--- src/hdl/assert_macros.svh ---
// concurrent assertion helpers, compiled out when SYNTH is set
`ifndef ASSERT_MACROS_SVH
`define ASSERT_MACROS_SVH

`ifndef SYNTH
`define ASSERT_SYNC(label, clk, rst_n, prop) \
    label: assert property (@(posedge clk) disable iff (!(rst_n)) (prop)) \
        else $error("assertion failed");
`define ASSERT_ALWAYS(label, clk, prop) \
    label: assert property (@(posedge clk) (prop)) \
        else $error("assertion failed");
`else
`define ASSERT_SYNC(label, clk, rst_n, prop)
`define ASSERT_ALWAYS(label, clk, prop)
`endif

`endif

--- src/hdl/ipid_pkg.sv ---
`timescale 1ns / 1ps
`default_nettype none

package ipid_pkg;

    localparam int CFG_W   = 16;
    localparam int ACT_W   = 32;
    localparam int DRIVE_W = 16;
    localparam int OUT_DATA_W = ((DRIVE_W + 2 + 7) / 8) * 8;

    localparam int SAMPLE_BITS_DEF    = 16;
    localparam int COEF_FRAC_BITS_DEF = 12;

    typedef enum logic [2:0] {
        REG_COEF_CURRENT  = 3'd0,
        REG_COEF_PREVIOUS = 3'd1,
        REG_COEF_OLDER    = 3'd2,
        REG_FEEDBACK_GAIN = 3'd3,
        REG_SETPOINT      = 3'd4,
        REG_DRIVE_BIAS    = 3'd5,
        REG_DRIVE_UPPER   = 3'd6,
        REG_DRIVE_LOWER   = 3'd7
    } t_reg_idx;

    localparam logic signed [CFG_W-1:0] GAIN_RST  = 16'sd4096;
    localparam logic signed [CFG_W-1:0] UPPER_RST = 16'sh7fff;
    localparam logic signed [CFG_W-1:0] LOWER_RST = 16'sh8000;

endpackage

`default_nettype wire

--- src/hdl/incremental_pid_with_clamp.sv ---
// a sample's result is offered once it has passed the sample, action and output registers
// throughput: one sample per cycle while the output is not stalled, set by the combinational
//   action update (four parallel multiplies summed) that closes the loop on the stored action
// the whole pipeline holds while the output register waits for a transfer
// reset (synchronous, active low) restores the register defaults and clears
//   the error history, the action and all valid flags
`timescale 1ns / 1ps
`default_nettype none
`include "assert_macros.svh"

module incremental_pid_with_clamp
    import ipid_pkg::*;
#(
    parameter int SAMPLE_BITS    = SAMPLE_BITS_DEF,
    parameter int COEF_FRAC_BITS = COEF_FRAC_BITS_DEF
) (
    input  wire                                  i_clk,
    input  wire                                  i_rst_n,
    input  wire                                  s_axis_tvalid,
    output logic                                 s_axis_tready,
    // sensor_sample
    input  wire  [((SAMPLE_BITS + 7) / 8) * 8-1:0] s_axis_tdata,
    output logic                                 m_axis_tvalid,
    input  wire                                  m_axis_tready,
    // drive_value, hit_upper, hit_lower
    output logic [OUT_DATA_W-1:0]                m_axis_tdata,
    input  wire                                  i_cfg_we,
    input  wire  [2:0]                           i_cfg_addr,
    input  wire  [CFG_W-1:0]                     i_cfg_data
);

    localparam int EW = ((SAMPLE_BITS > CFG_W) ? SAMPLE_BITS : CFG_W) + 1;
    localparam int PW = CFG_W + EW;
    localparam int FW = CFG_W + ACT_W;
    localparam int SW = FW + 3;

    logic signed [CFG_W-1:0] r_coef0, r_coef1, r_coef2, r_gain;
    logic signed [CFG_W-1:0] r_setpoint, r_bias, r_upper, r_lower;

    logic signed [SAMPLE_BITS-1:0] r_sample;
    logic signed [EW-1:0]          r_err0, r_err1;
    logic signed [ACT_W-1:0]       r_action;
    logic                          r_v1, r_v2, r_vo;
    logic [DRIVE_W-1:0]            r_drive;
    logic                          r_hit_up, r_hit_lo;

    logic                          w_adv;
    logic signed [EW-1:0]          n_err0;
    logic signed [PW-1:0]          w_p0, w_p1, w_p2;
    logic signed [FW-1:0]          w_pf;
    logic signed [SW-1:0]          w_sum, w_shift;
    logic                          w_ovf_pos, w_ovf_neg;
    logic signed [ACT_W-1:0]       n_action;
    logic signed [ACT_W:0]         w_cmd;

    assign w_adv         = !r_vo || m_axis_tready;
    assign s_axis_tready = w_adv;
    assign m_axis_tvalid = r_vo;
    assign m_axis_tdata  = {(OUT_DATA_W - DRIVE_W - 2)'(0), r_hit_lo, r_hit_up, r_drive};

    // action update
    always_comb begin
        n_err0    = EW'(r_setpoint) - EW'(r_sample);
        w_p0      = r_coef0 * n_err0;
        w_p1      = r_coef1 * r_err0;
        w_p2      = r_coef2 * r_err1;
        w_pf      = r_gain * r_action;
        w_sum     = SW'(w_pf) + SW'(w_p0) + SW'(w_p1) + SW'(w_p2);
        w_shift   = w_sum >>> COEF_FRAC_BITS;
        w_ovf_pos = !w_shift[SW-1] && (|w_shift[SW-2:ACT_W-1]);
        w_ovf_neg = w_shift[SW-1] && !(&w_shift[SW-2:ACT_W-1]);
        priority if (w_ovf_pos) begin
            n_action = {1'b0, {(ACT_W-1){1'b1}}};
        end else if (w_ovf_neg) begin
            n_action = {1'b1, {(ACT_W-1){1'b0}}};
        end else begin
            n_action = w_shift[ACT_W-1:0];
        end
        w_cmd = (ACT_W+1)'(r_bias) + (ACT_W+1)'(r_action);
    end

    always_ff @(posedge i_clk) begin
        if (!i_rst_n) begin
            r_coef0    <= '0;
            r_coef1    <= '0;
            r_coef2    <= '0;
            r_gain     <= GAIN_RST;
            r_setpoint <= '0;
            r_bias     <= '0;
            r_upper    <= UPPER_RST;
            r_lower    <= LOWER_RST;
        end else if (i_cfg_we) begin
            unique case (t_reg_idx'(i_cfg_addr))
                REG_COEF_CURRENT:  r_coef0    <= i_cfg_data;
                REG_COEF_PREVIOUS: r_coef1    <= i_cfg_data;
                REG_COEF_OLDER:    r_coef2    <= i_cfg_data;
                REG_FEEDBACK_GAIN: r_gain     <= i_cfg_data;
                REG_SETPOINT:      r_setpoint <= i_cfg_data;
                REG_DRIVE_BIAS:    r_bias     <= i_cfg_data;
                REG_DRIVE_UPPER:   r_upper    <= i_cfg_data;
                REG_DRIVE_LOWER:   r_lower    <= i_cfg_data;
            endcase
        end
    end

    always_ff @(posedge i_clk) begin
        if (!i_rst_n) begin
            r_v1     <= 1'b0;
            r_v2     <= 1'b0;
            r_vo     <= 1'b0;
            r_err0   <= '0;
            r_err1   <= '0;
            r_action <= '0;
        end else if (w_adv) begin
            r_v1 <= s_axis_tvalid;
            r_v2 <= r_v1;
            r_vo <= r_v2;
            if (r_v1) begin
                r_err0   <= n_err0;
                r_err1   <= r_err0;
                r_action <= n_action;
            end
        end
    end

    // payload registers
    always_ff @(posedge i_clk) begin
        if (w_adv && s_axis_tvalid) begin
            r_sample <= s_axis_tdata[SAMPLE_BITS-1:0];
        end
        if (w_adv && r_v2) begin
            priority if (w_cmd > (ACT_W+1)'(r_upper)) begin
                r_drive  <= r_upper;
                r_hit_up <= 1'b1;
                r_hit_lo <= 1'b0;
            end else if (w_cmd < (ACT_W+1)'(r_lower)) begin
                r_drive  <= r_lower;
                r_hit_up <= 1'b0;
                r_hit_lo <= 1'b1;
            end else begin
                r_drive  <= w_cmd[DRIVE_W-1:0];
                r_hit_up <= 1'b0;
                r_hit_lo <= 1'b0;
            end
        end
    end

    `ASSERT_SYNC(a_flags_exclusive, i_clk, i_rst_n, r_vo |-> !(r_hit_up && r_hit_lo))
    `ASSERT_SYNC(a_action_holds_on_stall, i_clk, i_rst_n, !w_adv |=> $stable(r_action))
    `ASSERT_SYNC(a_staged_item_kept, i_clk, i_rst_n, (r_v1 && !w_adv) |=> r_v1)

endmodule

`default_nettype wire

--- config.mk ---
export PLATFORM = sky130hd
export DESIGN_NAME = incremental_pid_with_clamp
export DESIGN_NICKNAME = d
export VERILOG_FILES = /design/src/hdl/ipid_pkg.sv /design/src/hdl/incremental_pid_with_clamp.sv
export VERILOG_INCLUDE_DIRS = /design/src /design/src/hdl
export SDC_FILE = /design/constraint.sdc
export NUM_CORES = 2
export LEC_CHECK = 0
export BUFFER_PORTS_ARGS = -buffer_cell sky130_fd_sc_hd__clkbuf_2
export CAP_MARGIN = 15
export CORE_ASPECT_RATIO = 1.4
export CORE_MARGIN = 2
export CORE_UTILIZATION = 40
export DETAILED_ROUTE_END_ITERATION = 8
export PLACE_DENSITY = 0.55
export SYNTH_ARGS = -nofsm -noshare
export SYNTH_HDL_FRONTEND = slang
export SYNTH_SLANG_ARGS = --single-unit
export TNS_END_PERCENT = 30
--- constraint.sdc ---
create_clock -name i_clk -period 13.8 [get_ports i_clk]
set_clock_uncertainty 0.15 [all_clocks]
set_input_delay 1.38 -clock i_clk [delete_from_list [all_inputs] [get_ports i_clk]]
set_output_delay 1.38 -clock i_clk [all_outputs]
set_load 0.05 [all_outputs]
==> impl_metrics.json <==
{
  "ys_seq_elements": 231,
  "syn_avg_cell_area_sq_um": 9.382,
  "crit_arrival_ns": 13.17,
  "die_h_microns": 479.9,
  "final_cell_mix": "1,694 x fa_1, 1,651 x inv_1, 1,212 x nand2_1",
  "cts-buffers-inserted": 29,
  "yosysSeqAreaShare_pct": 7.674,
  "postLayoutCellArea_sq_um": 68320,
  "initial_core_util_pct": 40.27,
  "yosys_warnings": 0,
  "max_freq_mhz": 78.10,
  "num-nets-final": 8926,
  "drt-initial-drc-count": 2340,
  "h-tree-depth": 1,
  "critPathLaunchType": "flop",
  "ios": 66,
  "grt_usage_pct": 24.10,
  "rrSetupSlack_ns": 1.0,
  "critPathTopFamily": "adder cells",
  "die-area_sq_um": 165000,
  "criticalPathCategory": "reg -> reg",
  "clk_root_buffer_cell": "clkbuf_16",
  "drc": 0,
  "maxSlewHeadroom_pct": 23.31,
  "worstMarginPinSlew_ns": 1.149,
  "place_area_sq_um": 67310,
  "hold_start": "r_coef2[8]",
  "status": "complete, no violations",
  "grt_pass1_wl_microns": 302300,
  "antenna_found_initial": 4,
  "grt_pass1_vias": 51050,
  "fin_util_pct": 42.52,
  "clkSlewWorstSetupHoldPaths_ns": 0.06,
  "min_period_ns": 12.80,
  "synth_top_area_share_pct": 52.42,
  "cellLeakagePower_nw": 35.60,
  "syn_inst": 6896,
  "grt_max_degree": 77,
  "insertion_delay_ns": 0.66,
  "final_common_cell": "fa_1",
  "drt-wirelength-per-cell_microns": 21.16,
  "r2r_start": "r_setpoint[0]",
  "gp_congestion": 0.9014,
  "cts_setup_buffers": 0,
  "yosysTopAreaCell": "fa_1",
  "min_path_type": "reg -> reg",
  "setup_tns_ns": 0,
  "die_w_microns": 343.9,
  "vias": 45240,
  "synth_area_leaders": "fa_1 52%, inv_1 9.6%, ha_1 7.8%",
  "syn_area_sq_um": 64700,
  "required_ns": 14.17,
  "row_count": 174,
  "portBuffers": 59,
  "ys_types": 83,
  "crit_top_cell": "fa_1",
  "place_inst": 8869,
  "synthToLayoutAreaGrowth_pct": 5.601,
  "cts_num_sinks": 231,
  "crit_start": "r_setpoint[0]",
  "cts_tree": "yes",
  "synthFlopType": "dfxtp_1",
  "cts_resized": 0,
  "synth-edff-count": 34,
  "rsz0062_at_grt": "no",
  "power.density_nw_per_um2": 81.21,
  "holdWs_ns": 0.3034,
  "core_area_sq_um": 160700,
  "grt_overflow": 0,
  "ctsLongestPathBuffers": 3,
  "maxCapViolCount": 0,
  "dp_hpwl_microns": 160000,
  "drive_above_1_share_pct": 4.081,
  "viasPerCell": 5.069,
  "critPathBufInv": 4,
  "worstPathMaxFanout": 31,
  "async_flop_share_pct": 0,
  "slew_viol_final": 0,
  "postCtsHoldBufs": 0,
  "drtAntennaViolNets": 0,
  "dr.pass1.iters": 5,
  "routed_wirelength_microns": 188900,
  "critPathSlowestCell": "fa_1",
  "finalCritPeriodShare_pct": 92.78,
  "end_kind": "flop",
  "cp_slowest_stage_delay_ns": 0.67,
  "setup_viol": 0,
  "peakVddDrop_uv": 121.5,
  "fillers": 15990,
  "hold_viol": 0,
  "finalNonFillerCells": 8925
}
[per-stage QoR]
step | total power, mW | setup slack, ns
2_1_floorplan | 3.514 | 2.295
3_3_place_gp | 4.717 | 1.120
3_5_place_dp | 4.726 | 1.134
4_1_cts | 5.618 | 1.025
5_1_grt | 6.053 | 0.1270
6_report | 5.548 | 0.9961
[worst paths after layout]
kind | end | depth (start not counted)
worst max-delay path | r_action[23] | 40
worst min-delay path | r_coef2[8] | 2
worst max register to register | r_action[23] | 40
worst min register to register | r_coef2[8] | 2
[where the power goes]
| part | switching, mW | internal (mW) | total (mW) |
|---|---|---|---|
| logic | 2.41 | 1.39 | 3.80 |
| clock network | 0.379 | 0.461 | 0.840 |
| registers | 0.150 | 0.763 | 0.913 |
[cells in the mapped netlist (5+ instances only)]
cell	n
buf_6	6
and4_1	5
nor2_1	68
mux2i_1	5
dfxtp_1	197
and2_1	398
clkbuf_1	283
a21oi_1	236
o211ai_1	17
a211oi_1	10
nand3_1	44
fa_1	1694
edfxtp_1	34
nor2b_1	70
inv_1	1652
ha_1	403
o21bai_1	13
nand2b_1	107
xor2_1	25
a21o_1	47
nand2_1	1213
nor3_1	20
or3_1	7
a221oi_1	5
o21a_1	6
o22ai_1	33
a31oi_1	9
o221ai_1	14
buf_4	8
buf_1	6
clkbuf_2	17
o21ai_0	85
and3_1	12
xnor2_1	59
nand4_1	17
[layout make-up]
cell class | instances | area [sq um] | area share (%)
Antenna cell | 1 | 2.502 | 0.003663
Clock buffer | 37 | 785.8 | 1.150
Clock inverter | 17 | 191.4 | 0.2802
Inverter | 1652 | 6203 | 9.080
Multi-Input combinational cell | 4696 | 52280 | 76.52
Sequential cell | 231 | 4975 | 7.281
Tap cell | 2112 | 2643 | 3.868
Timing Repair Buffer | 179 | 1241 | 1.817
[cells by family (layout without fill, tap and decap cells)]
| group | Yosys count | in the layout | share of synthesized area [%] |
|---|---|---|---|
| AOI/OAI and AO/OA | 524 | 524 | 5.121 |
| xor gates and xnor gates | 85 | 85 | 1.162 |
| adders and majority gates | 2097 | 2097 | 60.21 |
| buffers and inverters | 1974 | 1885 | 11.61 |
| DFF | 231 | 231 | 7.674 |
| muxes | 6 | 6 | 0.09476 |
| other | 1 | 7 | 0.005796 |
| and+or+nand+nor | 1978 | 1978 | 14.13 |
[worst reg2reg max path, delay by kind of cell (launching register included)]
| kind | cells | cell delay (ns) |
|---|---|---|
| compound gates | 16 | 3.66 |
| fa+ha+maj | 13 | 6.52 |
| flops | 1 | 0.33 |
| simple gates | 6 | 0.66 |
| buf+inv | 4 | 1.11 |
| xor+xnor | 1 | 0.25 |
[metal layers]
metal,track usage [%],vias up,wire length (microns)
met4,8.280,0,7297
li1,-,19880,-
met3,1.876,314,7141
met5,0,-,0
met1,28.07,24020,70470
met2,45.97,1032,104000
[sequential cells by signal (all words and copies together) (netlist names)]
signal / count
r_drive: 16
r_coef0: 16
r_action: 32
r_hit_lo: 1
r_gain: 16
r_bias: 16
r_hit_up: 1
r_err0: 17
r_err1: 17
r_v2: 1
r_coef2: 16
r_coef1: 16
m_axis_tvalid: 1
r_v1: 1
r_upper: 16
r_lower: 16
r_sample: 16
r_setpoint: 16
(Power assumes the default switching activity.)
